<file path="src/hdl/spll_pkg.sv">
package spll_pkg;

	localparam int POOL_SLOTS       = 16;
	localparam int PAYLOAD_BITS_DEF = 64;
	localparam int SLOT_W           = (POOL_SLOTS > 1) ? $clog2(POOL_SLOTS) : 1;
	localparam int LINK_W           = $clog2(POOL_SLOTS + 1);
	localparam logic [LINK_W-1:0] NULL_LINK = LINK_W'(POOL_SLOTS);

	typedef enum logic [1:0] {
		MODE_PUSH   = 2'd0,
		MODE_INSERT = 2'd1,
		MODE_REMOVE = 2'd2,
		MODE_NOP    = 2'd3
	} op_mode_t;

	typedef enum logic [1:0] {
		STS_OK       = 2'd0,
		STS_FULL     = 2'd1,
		STS_EMPTY    = 2'd2,
		STS_NOT_USED = 2'd3
	} op_status_t;

	typedef enum logic [2:0] {
		S_IDLE,
		S_EXEC,
		S_INS_FIN,
		S_RM_LINK,
		S_RM_FIN
	} ctrl_state_t;

	typedef struct packed {
		logic [1:0]  mode;
		logic [3:0]  target_slot;
		logic [63:0] payload;
	} req_t;

	typedef struct packed {
		logic [3:0] slot_used;
		logic [1:0] status;
		logic [4:0] live_count;
		logic [4:0] head_slot;
		logic [4:0] tail_slot;
	} rsp_t;

	typedef struct packed {
		logic cap_req;
		logic ins_start;
		logic ins_finish;
		logic rm_start;
		logic rm_link;
		logic rm_finish;
		logic resp_only;
	} dp_cmd_t;

	typedef struct packed {
		logic ins_ok;
		logic rm_ok;
		logic out_free;
	} dp_sts_t;

endpackage

</file>
<file path="src/hdl/spll_ram.sv">
module spll_ram #(
	parameter int WIDTH = 8,
	parameter int DEPTH = 16,
	parameter int AW    = (DEPTH > 1) ? $clog2(DEPTH) : 1
) (
	input  logic             clk,
	input  logic             we,
	input  logic [AW-1:0]    waddr,
	input  logic [WIDTH-1:0] wdata,
	input  logic             re,
	input  logic [AW-1:0]    raddr,
	output logic [WIDTH-1:0] rdata
);

	logic [WIDTH-1:0] mem_q [DEPTH];
	logic [WIDTH-1:0] rdata_q;

	always_ff @(posedge clk) begin
		if (we) begin
			mem_q[waddr] <= wdata;
		end
		if (re) begin
			rdata_q <= mem_q[raddr];
		end
	end

	assign rdata = rdata_q;

endmodule

</file>
<file path="src/hdl/spll_ctrl.sv">
module spll_ctrl (
	input  logic             clk,
	input  logic             arst_n,
	input  logic             req_valid,
	output logic             req_stall,
	input  spll_pkg::dp_sts_t sts,
	output spll_pkg::dp_cmd_t cmd
);

	import spll_pkg::*;

	ctrl_state_t state_q, state_d;

	always_ff @(posedge clk or negedge arst_n) begin
		if (!arst_n) begin
			state_q <= S_IDLE;
		end else begin
			state_q <= state_d;
		end
	end

	always_comb begin
		state_d = state_q;
		unique case (state_q)
			S_IDLE: begin
				if (req_valid) state_d = S_EXEC;
			end
			S_EXEC: begin
				if (sts.ins_ok) state_d = S_INS_FIN;
				else if (sts.rm_ok) state_d = S_RM_LINK;
				else if (sts.out_free) state_d = S_IDLE;
			end
			S_INS_FIN: begin
				if (sts.out_free) state_d = S_IDLE;
			end
			S_RM_LINK: begin
				state_d = S_RM_FIN;
			end
			S_RM_FIN: begin
				if (sts.out_free) state_d = S_IDLE;
			end
			default: state_d = S_IDLE;
		endcase
	end

	always_comb begin
		cmd       = '0;
		req_stall = 1'b1;
		unique case (state_q)
			S_IDLE: begin
				req_stall   = 1'b0;
				cmd.cap_req = req_valid;
			end
			S_EXEC: begin
				cmd.ins_start = sts.ins_ok;
				cmd.rm_start  = !sts.ins_ok && sts.rm_ok;
				cmd.resp_only = !sts.ins_ok && !sts.rm_ok && sts.out_free;
			end
			S_INS_FIN: cmd.ins_finish = sts.out_free;
			S_RM_LINK: cmd.rm_link    = 1'b1;
			S_RM_FIN:  cmd.rm_finish  = sts.out_free;
			default: ;
		endcase
	end

endmodule

</file>
<file path="src/hdl/spll_dp.sv">
module spll_dp #(
	parameter int PAYLOAD_BITS = spll_pkg::PAYLOAD_BITS_DEF
) (
	input  logic              clk,
	input  logic              arst_n,
	input  spll_pkg::req_t    req,
	input  spll_pkg::dp_cmd_t cmd,
	output spll_pkg::dp_sts_t sts,
	output logic              rsp_valid,
	input  logic              rsp_stall,
	output spll_pkg::rsp_t    rsp
);

	import spll_pkg::*;

	req_t                    req_q;
	logic [LINK_W-1:0]       fh_q, ft_q, dh_q, dt_q, cnt_q;
	logic [LINK_W-1:0]       fh_d, ft_d, dh_d, dt_d, cnt_d;
	logic [POOL_SLOTS-1:0]   in_use_q, in_use_d;
	logic [POOL_SLOTS-1:0]   nv_q;
	logic                    out_valid_q;
	rsp_t                    out_q;
	rsp_t                    out_d;
	logic                    load_out;

	op_mode_t                mode;
	logic                    is_ins, front, full, empty, tgt_in_pool;
	logic [SLOT_W-1:0]       s_idx, x_idx;

	logic                    nx_we, nx_re;
	logic [SLOT_W-1:0]       nx_waddr, nx_raddr;
	logic [LINK_W-1:0]       nx_wdata, nx_rdata;
	logic [SLOT_W-1:0]       nx_raddr_q;
	logic                    nx_rvld_q;
	logic [LINK_W-1:0]       nx_val;

	logic                    pv_we, pv_re;
	logic [SLOT_W-1:0]       pv_waddr, pv_raddr;
	logic [LINK_W-1:0]       pv_wdata, pv_rdata;

	assign mode        = op_mode_t'(req_q.mode);
	assign is_ins      = (mode == MODE_PUSH) || (mode == MODE_INSERT);
	assign front       = (mode == MODE_INSERT);
	assign empty       = (dh_q == NULL_LINK);
	assign full        = (cnt_q == LINK_W'(POOL_SLOTS)) || (fh_q == NULL_LINK);
	assign tgt_in_pool = (32'(req_q.target_slot) < POOL_SLOTS);
	assign s_idx       = fh_q[SLOT_W-1:0];
	assign x_idx       = req_q.target_slot[SLOT_W-1:0];

	assign sts.ins_ok   = is_ins && !full;
	assign sts.rm_ok    = (mode == MODE_REMOVE) && (cnt_q != '0) && tgt_in_pool
		&& in_use_q[x_idx];
	assign sts.out_free = !out_valid_q || !rsp_stall;

	// next link: unwritten entries read as their reset value
	assign nx_val = nx_rvld_q ? nx_rdata : LINK_W'(nx_raddr_q) + LINK_W'(1);

	always_comb begin
		nx_we    = 1'b0;
		nx_waddr = s_idx;
		nx_wdata = NULL_LINK;
		nx_re    = 1'b0;
		nx_raddr = s_idx;
		pv_we    = 1'b0;
		pv_waddr = s_idx;
		pv_wdata = NULL_LINK;
		pv_re    = 1'b0;
		pv_raddr = x_idx;
		if (cmd.ins_start) begin
			nx_re    = 1'b1;
			nx_raddr = s_idx;
			nx_we    = !empty && !front;
			nx_waddr = dt_q[SLOT_W-1:0];
			nx_wdata = fh_q;
			pv_we    = 1'b1;
			pv_waddr = s_idx;
			pv_wdata = (front || empty) ? NULL_LINK : dt_q;
		end
		if (cmd.ins_finish) begin
			nx_we    = 1'b1;
			nx_waddr = s_idx;
			nx_wdata = (front && !empty) ? dh_q : NULL_LINK;
			pv_we    = front && !empty;
			pv_waddr = dh_q[SLOT_W-1:0];
			pv_wdata = fh_q;
		end
		if (cmd.rm_start) begin
			nx_re    = 1'b1;
			nx_raddr = x_idx;
			pv_re    = 1'b1;
			pv_raddr = x_idx;
		end
		if (cmd.rm_link) begin
			nx_we    = (pv_rdata != NULL_LINK);
			nx_waddr = pv_rdata[SLOT_W-1:0];
			nx_wdata = nx_val;
			pv_we    = (nx_val != NULL_LINK);
			pv_waddr = nx_val[SLOT_W-1:0];
			pv_wdata = pv_rdata;
		end
		if (cmd.rm_finish) begin
			nx_we    = (ft_q != NULL_LINK);
			nx_waddr = ft_q[SLOT_W-1:0];
			nx_wdata = LINK_W'(x_idx);
		end
	end

	always_comb begin
		fh_d     = fh_q;
		ft_d     = ft_q;
		dh_d     = dh_q;
		dt_d     = dt_q;
		cnt_d    = cnt_q;
		in_use_d = in_use_q;
		if (cmd.ins_finish) begin
			if (fh_q == ft_q) begin
				fh_d = NULL_LINK;
				ft_d = NULL_LINK;
			end else begin
				fh_d = nx_val;
			end
			if (empty) begin
				dh_d = fh_q;
				dt_d = fh_q;
			end else if (front) begin
				dh_d = fh_q;
			end else begin
				dt_d = fh_q;
			end
			in_use_d[s_idx] = 1'b1;
			cnt_d           = cnt_q + LINK_W'(1);
		end
		if (cmd.rm_link) begin
			if (pv_rdata == NULL_LINK) dh_d = nx_val;
			if (nx_val == NULL_LINK) dt_d = pv_rdata;
		end
		if (cmd.rm_finish) begin
			if (ft_q == NULL_LINK) fh_d = LINK_W'(x_idx);
			ft_d            = LINK_W'(x_idx);
			in_use_d[x_idx] = 1'b0;
			cnt_d           = cnt_q - LINK_W'(1);
		end
	end

	assign load_out = cmd.ins_finish || cmd.rm_finish || cmd.resp_only;

	always_comb begin
		out_d            = '0;
		out_d.live_count = 5'(cnt_d);
		out_d.head_slot  = 5'(dh_d);
		out_d.tail_slot  = 5'(dt_d);
		out_d.status     = STS_OK;
		if (cmd.ins_finish) begin
			out_d.slot_used = 4'(s_idx);
		end else if (cmd.rm_finish) begin
			out_d.slot_used = req_q.target_slot;
		end else if (is_ins) begin
			out_d.status = STS_FULL;
		end else if (mode == MODE_REMOVE) begin
			out_d.slot_used = req_q.target_slot;
			out_d.status    = (cnt_q == '0) ? STS_EMPTY : STS_NOT_USED;
		end
	end

	always_ff @(posedge clk or negedge arst_n) begin
		if (!arst_n) begin
			fh_q        <= '0;
			ft_q        <= LINK_W'(POOL_SLOTS - 1);
			dh_q        <= NULL_LINK;
			dt_q        <= NULL_LINK;
			cnt_q       <= '0;
			in_use_q    <= '0;
			nv_q        <= '0;
			nx_rvld_q   <= 1'b0;
			nx_raddr_q  <= '0;
			out_valid_q <= 1'b0;
		end else begin
			fh_q     <= fh_d;
			ft_q     <= ft_d;
			dh_q     <= dh_d;
			dt_q     <= dt_d;
			cnt_q    <= cnt_d;
			in_use_q <= in_use_d;
			if (nx_we) nv_q[nx_waddr] <= 1'b1;
			if (nx_re) begin
				nx_rvld_q  <= nv_q[nx_raddr];
				nx_raddr_q <= nx_raddr;
			end
			if (load_out) out_valid_q <= 1'b1;
			else if (!rsp_stall) out_valid_q <= 1'b0;
		end
	end

	always_ff @(posedge clk) begin
		if (cmd.cap_req) req_q <= req;
		if (load_out) out_q <= out_d;
	end

	assign rsp_valid = out_valid_q;
	assign rsp       = out_q;

	spll_ram #(
		.WIDTH(LINK_W),
		.DEPTH(POOL_SLOTS)
	) u_next_ram (
		.clk  (clk),
		.we   (nx_we),
		.waddr(nx_waddr),
		.wdata(nx_wdata),
		.re   (nx_re),
		.raddr(nx_raddr),
		.rdata(nx_rdata)
	);

	spll_ram #(
		.WIDTH(LINK_W),
		.DEPTH(POOL_SLOTS)
	) u_prev_ram (
		.clk  (clk),
		.we   (pv_we),
		.waddr(pv_waddr),
		.wdata(pv_wdata),
		.re   (pv_re),
		.raddr(pv_raddr),
		.rdata(pv_rdata)
	);

	spll_ram #(
		.WIDTH(PAYLOAD_BITS),
		.DEPTH(POOL_SLOTS)
	) u_payload_ram (
		.clk  (clk),
		.we   (cmd.ins_start),
		.waddr(s_idx),
		.wdata(req_q.payload[PAYLOAD_BITS-1:0]),
		.re   (1'b0),
		.raddr(s_idx),
		.rdata()
	);

endmodule

</file>
<file path="src/hdl/slot_pool_linked_list_top.sv">
// Insert steps through the exec and insert-finish states; remove through exec,
// remove-link and remove-finish; rejected or no-op requests only through exec.
// One request in flight; the next is taken the cycle after its result is registered,
// so requests never overlap, and a finish step waits while a held result is stalled.
// Steps come from the registered link reads and the single write port per link RAM.
// Reset restores the initial free chain at once via per-slot link valid bits; no sweep.
module slot_pool_linked_list_top #(
	parameter int PAYLOAD_BITS = spll_pkg::PAYLOAD_BITS_DEF
) (
	input  logic           clk,
	input  logic           arst_n,
	input  logic           req_valid,
	output logic           req_stall,
	input  spll_pkg::req_t req,
	output logic           rsp_valid,
	input  logic           rsp_stall,
	output spll_pkg::rsp_t rsp
);

	import spll_pkg::*;

	dp_cmd_t cmd;
	dp_sts_t sts;

	spll_ctrl u_ctrl (
		.clk      (clk),
		.arst_n   (arst_n),
		.req_valid(req_valid),
		.req_stall(req_stall),
		.sts      (sts),
		.cmd      (cmd)
	);

	spll_dp #(
		.PAYLOAD_BITS(PAYLOAD_BITS)
	) u_dp (
		.clk      (clk),
		.arst_n   (arst_n),
		.req      (req),
		.cmd      (cmd),
		.sts      (sts),
		.rsp_valid(rsp_valid),
		.rsp_stall(rsp_stall),
		.rsp      (rsp)
	);

endmodule

</file>
<file path="config.mk">
export PLATFORM = sky130hd
export DESIGN_NAME = slot_pool_linked_list_top
export DESIGN_NICKNAME = d
export VERILOG_FILES = /design/src/hdl/spll_pkg.sv /design/src/hdl/spll_ram.sv /design/src/hdl/spll_ctrl.sv /design/src/hdl/spll_dp.sv /design/src/hdl/slot_pool_linked_list_top.sv
export SDC_FILE = /design/constraint.sdc
export NUM_CORES = 1
export LEC_CHECK = 0
export ABC_AREA = 1
export BUFFER_PORTS_ARGS = -buffer_cell sky130_fd_sc_hd__buf_2
export CAP_MARGIN = 20
export CELL_PAD_IN_SITES_DETAIL_PLACEMENT = 1
export CELL_PAD_IN_SITES_GLOBAL_PLACEMENT = 1
export CORE_UTILIZATION = 51
export CTS_CLUSTER_SIZE = 30
export DETAILED_ROUTE_END_ITERATION = 8
export MAX_ROUTING_LAYER = met4
export PLACE_DENSITY = 0.91
export SKIP_CTS_REPAIR_TIMING = 1
export SLEW_MARGIN = 5
export SYNTH_ARGS = -nofsm -noshare
export SYNTH_HDL_FRONTEND = slang
export SYNTH_SLANG_ARGS = --single-unit
</file>
<file path="constraint.sdc">
create_clock -name clk -period 6.3 [get_ports clk]
set_input_delay 0.315 -clock clk [delete_from_list [all_inputs] [get_ports clk]]
set_output_delay 0.315 -clock clk [all_outputs]
set_load 0.02 [all_outputs]
</file>
; Word level (Yosys, flattened, before mapping)
; Memory sizes are Yosys's and may differ from the RTL's. A register that Yosys moved wholly into a read port is not among the register bits.
; Cells that the tools add are included.
[word_totals]
reg_bits = 93
latch_bits = 0
ramBits = 160
rom_bits = 0
in_bits = 74
wordCells = 170
mem_count = 2
[op_classes]
add_sub_neg = 3
mul = 0
div = 0
magnitude_cmp = 7
eq_ne = 18
n_shift = 0
n_mux = 82
n_bitwise = 5
n_reduce_logical = 34
[memory_table]
columns = name, words, width, rd, rd_clocked_by_memory_dff, write_ports, line_no
row1 = u_dp.u_next_ram.mem_q, 16, 5, 1, 1, 1, spll_ram.sv:15  ; logic [WIDTH-1:0] mem_q [DEPTH];
row2 = u_dp.u_prev_ram.mem_q, 16, 5, 1, 1, 1, spll_ram.sv:15
[ops]
columns = cell, count
row1 = 2-to-1 mux 5 bit, 29
row2 = 2-to-1 mux 4 bit, 10
row3 = 2-to-1 mux 16 bit, 2
row4 = bitwise OR 16 bit, 2
row5 = == test 5 bit (second input constant), 6
row6 = 2-to-1 mux 1 bit, 30
row7 = less-than comparator 4 x 5 -> 1 bit (second input constant), 4
row8 = AND 16 bit, 1
row9 = inverter 16 bit, 1
row10 = != test 5 bit (second input constant), 3
row11 = demux 1 bit (select 4 bit), 3
row12 = >= comparator 4 x 1 -> 1 bit (second input constant), 3
row13 = 2-to-1 mux 3 bit, 4
row14 = case mux 3 bit (4 select lines), 1
row15 = logical AND 1 bit, 11
row16 = binary-select mux 1 bit (select 4 bit), 2
row17 = zero test 1 bit, 7
row18 = == test 3 x 2 -> 1 bit (second input constant), 2
row19 = logical OR 1 bit, 6
row20 = 2-to-1 mux 6 bit, 1
row21 = adder 4 x 1 -> 5 bit (second input constant), 1
row22 = adder 5 x 1 -> 5 bit (second input constant), 1
row23 = == test 5 bit, 1
row24 = zero test 5 bit, 1
row25 = other kinds (15), 17

; Depth between registers and ports, before layout
[logic_depth]
word_depth = 14
depth_mapped = 21
ltp_nobuf = 19

; By module
; From an unflattened synthesis, not the netlist that was laid out.
[hier_totals]
cells_unflattened = 1367
area_unflattened_um2 = 12712.2
[modules_own_cells]
columns = module, instances, cells_per_inst, area_each_um2, seq_area_each_um2
row1 = spll_dp, 1, 624, 4988.5, 2394.8
row2 = spll_ram (u_dp.u_next_ram), 1, 355, 3783.6, 2552.4
row3 = spll_ram (u_dp.u_prev_ram), 1, 355, 3741.1, 2552.4
row4 = spll_ctrl, 1, 33, 198.9, 75.1

; Least setup slack after synthesis
; Ideal clock, no wire load.
[synth_path]
path_type = register to register
startpoint = register u_dp.out_valid_q (netlist: u_dp.rsp_valid)
endpoint = memory u_dp.u_next_ram.mem_q[0][0] (netlist bit), data pin
arrival_time_ns = 2.284
required_ns = 5.970
slack_ns = 3.686
stages_incl_launch_ff = 12
n_path_buf = 1
cell_sequence = dfrtp_1 -> nand2_1 -> inv_1 -> nor2_2 -> inv_1 -> clkbuf_1 -> nand2_1 -> o21ai_0 -> nand2_1 -> o21a_1 -> inv_1 -> o21ai_0
[synth_via]
elab_chain_cells = 6
elab_cells_between_ends = 7
[synth_lines]
columns = item, line_no
row1 = from (decl), spll_dp.sv:21  ; logic out_valid_q;
row2 = from (signal assigned), spll_dp.sv:176  ; out_valid_q <= 1'b0;
row3 = from (signal assigned), spll_dp.sv:189  ; if (load_out) out_valid_q <= 1'b1;
row4 = from (signal assigned), spll_dp.sv:190  ; else if (!rsp_stall) out_valid_q <= 1'b0;
row5 = zero test 1 bit (*), spll_dp.sv:53  ; assign sts.out_free = !out_valid_q || !rsp_stall;
row6 = logical OR 1 bit (*), spll_dp.sv:53
row7 = 2-to-1 mux 1 bit, spll_ctrl.sv:49  ; unique case (state_q)
row8 = 2-to-1 mux 5 bit, spll_dp.sv:79  ; if (cmd.ins_finish) begin
row9 = 2-to-1 mux 5 bit, spll_dp.sv:93  ; if (cmd.rm_link) begin
row10 = 2-to-1 mux 5 bit (*), spll_dp.sv:101  ; if (cmd.rm_finish) begin
row11 = net u_dp.nx_wdata[0], spll_dp.sv:32  ; logic [LINK_W-1:0] nx_wdata, nx_rdata;
row12 = to (decl), spll_ram.sv:15
; The timed path passes the listed nets; every way through them passes the cells marked *.

; Worst setup path after layout
[layout_path]
startpoint = register u_dp.fh_q[1]
endpoint = memory u_dp.u_next_ram.mem_q[0][1] (netlist bit) (enable)
[layout_via]
elab_chain_cells = 11
elab_cells_between_ends = 15
[layout_lines]
columns = item, line_no
row1 = from (decl), spll_dp.sv:17  ; logic [LINK_W-1:0] fh_q, ft_q, dh_q, dt_q, cnt_q;
row2 = from (signal assigned), spll_dp.sv:178  ; fh_q <= fh_d;
row3 = == test 5 bit, spll_dp.sv:45  ; assign full = (cnt_q == LINK_W'(POOL_SLOTS)) || (fh_q == NULL_LINK);
row4 = logical OR 1 bit, spll_dp.sv:45
row5 = zero test 1 bit, spll_dp.sv:50  ; assign sts.ins_ok = is_ins && !full;
row6 = logical AND 1 bit, spll_dp.sv:50
row7 = 2-to-1 mux 1 bit, spll_ctrl.sv:49
row8 = 2-to-1 mux 1 bit, spll_dp.sv:69  ; if (cmd.ins_start) begin
row9 = 2-to-1 mux 1 bit, spll_dp.sv:79
row10 = 2-to-1 mux 1 bit, spll_dp.sv:93
row11 = 2-to-1 mux 1 bit, spll_dp.sv:101
row12 = 2-to-1 mux 1 bit, spll_ram.sv:19  ; if (we) begin
row13 = 2-to-1 mux 1 bit (not written as such), spll_ram.sv:20  ; mem_q[waddr] <= wdata;
; Several ways; a longest one is shown, not always the timed one.

==> flow_summary_export.csv <==
group,metric,value,unit
die,die_h,152,um
synth,ys_types,47,
drt,wl_per_cell,25.5,um
setup_path,cp_num_buf_inv,3,
power_and_ir_drop,max-vdd-ir-drop,0.294,mV
drt,ant_nets,0,
die,initial_utilization,0.524,
sta,hold_violations,14,
synth,synth_nets,1123,
cells_and_area,multi_input_area,0.00326,mm2
setup_path,reg2reg_from,"u_dp.fh_q[1]",
drt,firstDrtPassIters,8,
setup_path,max_stage_delay,710,ps
synth,synthTopCellsByCount,"nand2_1, edfxtp_1, inv_1, nor2_1, nand3_1",
clocking,cts_tree,"yes",
clocking,clk_latency,550,ps
synth,ys_seq_area_frac,0.659,
synth,yosysWarningCount,0,
cells_and_area,fin_util,0.591,
outcome,outcome,"finished, violations left",
sta,fin_skew,15.9,ps
sta,rsz0062_at_grt,"no",
synth,yosysTopAreaCellShare,0.514,
sta,max_freq,0.234,GHz
job,max_cap_violations,0,
setup_path,crit_top_cell,"nand2_1",
setup_path,crit_fanout,12,
sta,setup_tns,0,ps
die,io_pins,97,
setup_path,rrSetupSlack,2020,ps
synth,synth_edf_count,197,
synth,synth_seq_cells,263,
placement,hpwl,22000,um
setup_path,reg2reg_depth,14,
cells_and_area,n_fill_cell,2289,
synth,async_reset_ff_frac,0.251,
synth,syn_area_per_cell,11.0,um2
drt,viasPerCell,6.32,
global_routing,overflow,0,
setup_path,regToRegEndpoint,"u_dp.u_next_ram.mem_q[0][1]",
clocking,cts_root_buffer,"clkbuf_16",
die,dieArea,0.0232,mm2
cells_and_area,area_growth,12.8,%
die,fp.coreArea,0.0220,mm2
synth,syn-cell-area,0.0115,mm2
clocking,cts_made_buffers,28,
clocking,htreeDepth,1,
sta,post-route-min-period,4280,ps
cells_and_area,fin_nets,1165,
setup_path,cp_top_family,"simple AND/OR/NAND/NOR gates",
setup_path,cp.required,6480,ps
setup_path,worstPathArrival,4460,ps
power_and_ir_drop,p_per_area,543,mW/mm2
drt,vias,8773,
global_routing,grt_pass1_vias,9342,
power_and_ir_drop,p_comb_frac,0.356,
clocking,max-clock-path-buffers,3,
hold_path,hold_path.class,"in -> async",
power_and_ir_drop,p_sw_frac,0.404,
setup_path,crit_slowest_cell,"nor2_1",
sta,setup_violations,0,
cells_and_area,seq_area,0.00757,mm2
sta,maxSlewHeadroom,0.350,
clocking,clk_pin_slew_worst_paths,60,ps
power_and_ir_drop,p_int,4.19,mW
cells_and_area,diodes,0,
global_routing,grt_pass1_wl,54200,um
power_and_ir_drop,pwr-share-seq,0.395,
global_routing,grt_usage,0.317,
setup_path,cp-end-kind,"flip-flop",
synth,ys_top_cells_by_area,"edfxtp_1, dfrtp_1, nand2_1, inv_1, o211ai_1",
setup_path,path_cells,"inv_2, nand2_1, nor3_2, nand2_1, nand3_1, nor2_1, inv_1, o21ai_0, o21ai_0, nand2_1, nand2_1, inv_1, nand3_1, nor2_1",
drt,wirelength,35400,um
outcome,violations,"DRC, hold timing",
power_and_ir_drop,leakagePower,5.20,nW
die,fp.dieW,152,um
setup_path,start_kind,"flip-flop",
drt,drc,3,
global_routing,grt_max_degree,67,
synth,syn_inst,1045,
sta,whs,-19.9,ps
synth,synth_top_cell_by_area,"edfxtp_1",
drt,drt_iter0_drc,780,
cells_and_area,drive_above_1_share,0.109,
sta,finalCritPeriodShare,0.679,
synth,synth.most_common_cell,"nand2_1",
clocking,clock_sinks,263,
global_routing,antenna_found_initial,0,
power_and_ir_drop,power.switching,2.84,mW
die,rows,54,
power_and_ir_drop,clockPowerShare,0.249,
synth,synth-main-ff-cell,"edfxtp_1",
sta,report.final.slew_viol_count,0,
sta,tightest_slew,975,ps
placement,portBuffers,32,
placement,gp_congestion,0.945,
setup_path,crit_type,"reg -> reg",
## metal layers
layer | up-vias | share of wire | routed length, um | GRT usage
met4 | 0 | 0.045 | 1610 | 0.146
met2 | 446 | 0.50 | 17600 | 0.519
met5 | - | 0 | 0 | -
met1 | 4406 | 0.38 | 13600 | 0.386
li1 | 3778 | - | - | -
met3 | 143 | 0.075 | 2650 | 0.0523
## power groups by stage
stage | Clock, mW | Combinational [mW] | Sequential [mW]
after floorplan | 0 | 1.46 | 2.77
after global placement | 0 | 2.17 | 2.76
after detailed placement | 0 | 2.34 | 2.79
after CTS | 1.76 | 2.40 | 2.77
after global routing | 1.81 | 2.69 | 2.81
final | 1.75 | 2.51 | 2.78
## layout make-up
class,instances,area share
clock buffers,33,0.0579
clock inverters,19,0.0167
inverters,123,0.0356
multi-input cells,618,0.252
flip-flops and latches,263,0.584
well taps,280,0.0270
repair buffers,53,0.0270
## sequential cells by signal, summed over array words and instances, names as in the netlist, 2 cells and up
| name | count |
|---|---|
| u_dp.u_next_ram.mem_q | 80 |
| u_ctrl.state_q | 3 |
| u_dp.in_use_q | 16 |
| u_dp.u_prev_ram.mem_q | 80 |
| u_dp.mode | 2 |
| u_dp.rsp | 21 |
| u_dp.u_next_ram.rdata | 5 |
| u_dp.nv_q | 16 |
| u_dp.u_prev_ram.rdata | 5 |
| u_dp.nx_raddr_q | 4 |
| u_dp.dt_q | 5 |
| u_dp.pv_raddr | 4 |
| u_dp.cnt_q | 5 |
| u_dp.fh_q | 5 |
| u_dp.dh_q | 5 |
| u_dp.ft_q | 5 |
## cells in the final DEF (no fill, tap or decap), types with 5 or more instances in the layout
cell,Yosys,routed
inv_2,6,6
dfstp_2,6,6
buf_4,8,15
o21ai_1,9,11
a2111o_1,5,5
dfrtp_1,60,60
clkinv_1,3,9
inv_1,114,114
clkinv_2,0,7
buf_2,9,32
nand2_1,211,211
o211ai_1,45,45
clkbuf_16,0,29
a31oi_1,16,16
a21boi_0,10,10
a22oi_1,41,41
o31ai_1,5,5
bufinv_16,0,5
nand4_1,6,6
o21ai_0,52,50
a21oi_1,35,35
nand3_1,61,61
nor2_1,72,72
edfxtp_1,197,197
o2111ai_1,6,5
dlygate4sd3_1,0,5
## worst max-delay path by stage
stage                                  from                            to  slack [ps]  cells after the start
after floorplan              u_dp.rsp_valid   u_dp.u_next_ram.mem_q[0][0]        3690                     11
final                          u_dp.fh_q[1]   u_dp.u_next_ram.mem_q[0][1]        2020                     14
after CTS                 u_ctrl.state_q[1]   u_dp.u_next_ram.mem_q[0][0]        2210                     11
after global placement         u_dp.fh_q[1]  u_dp.u_next_ram.mem_q[12][4]        2530                     14
after global routing           u_dp.fh_q[0]  u_dp.u_next_ram.mem_q[12][4]        1960                     14
after detailed placement  u_ctrl.state_q[2]   u_dp.u_next_ram.mem_q[2][0]        2350                     10
## kinds of logic (layout without fill, tap and decap cells)
kind of cell	count (synthesis)	after routing	share of synthesized area
simple gates	365	365	0.133
flops	263	263	0.659
compound gates	244	244	0.141
fa+ha+maj	4	4	0.00435
buf+inv	164	228	0.0591
xor+xnor	5	5	0.00381
## through the flow
step	total power [mW]	instances	worst slack [ps]	hold slack [ps]	instance area, um2
after detailed placement	5.13	1330	2350	458	11900
after floorplan	4.23	1045	3690	19.4	11500
after global routing	7.30	1389	1960	-19.6	13000
after global placement	4.93	1330	2530	438	11900
final	7.04	1389	2020	-19.9	13000
after CTS	6.93	1382	2210	-61.4	12900
## worst register-to-register path, stage by stage, from the launching register on
cell and delay (ps):
dfrtp_1 620, inv_2 190, nand2_1 170, nor3_2 80, nand2_1 90, nand3_1 120
nor2_1 710, inv_1 320, o21ai_0 230, o21ai_0 130, nand2_1 120, nand2_1 120
inv_1 110, nand3_1 350, nor2_1 570
Power figures use the tool's default switching activity.
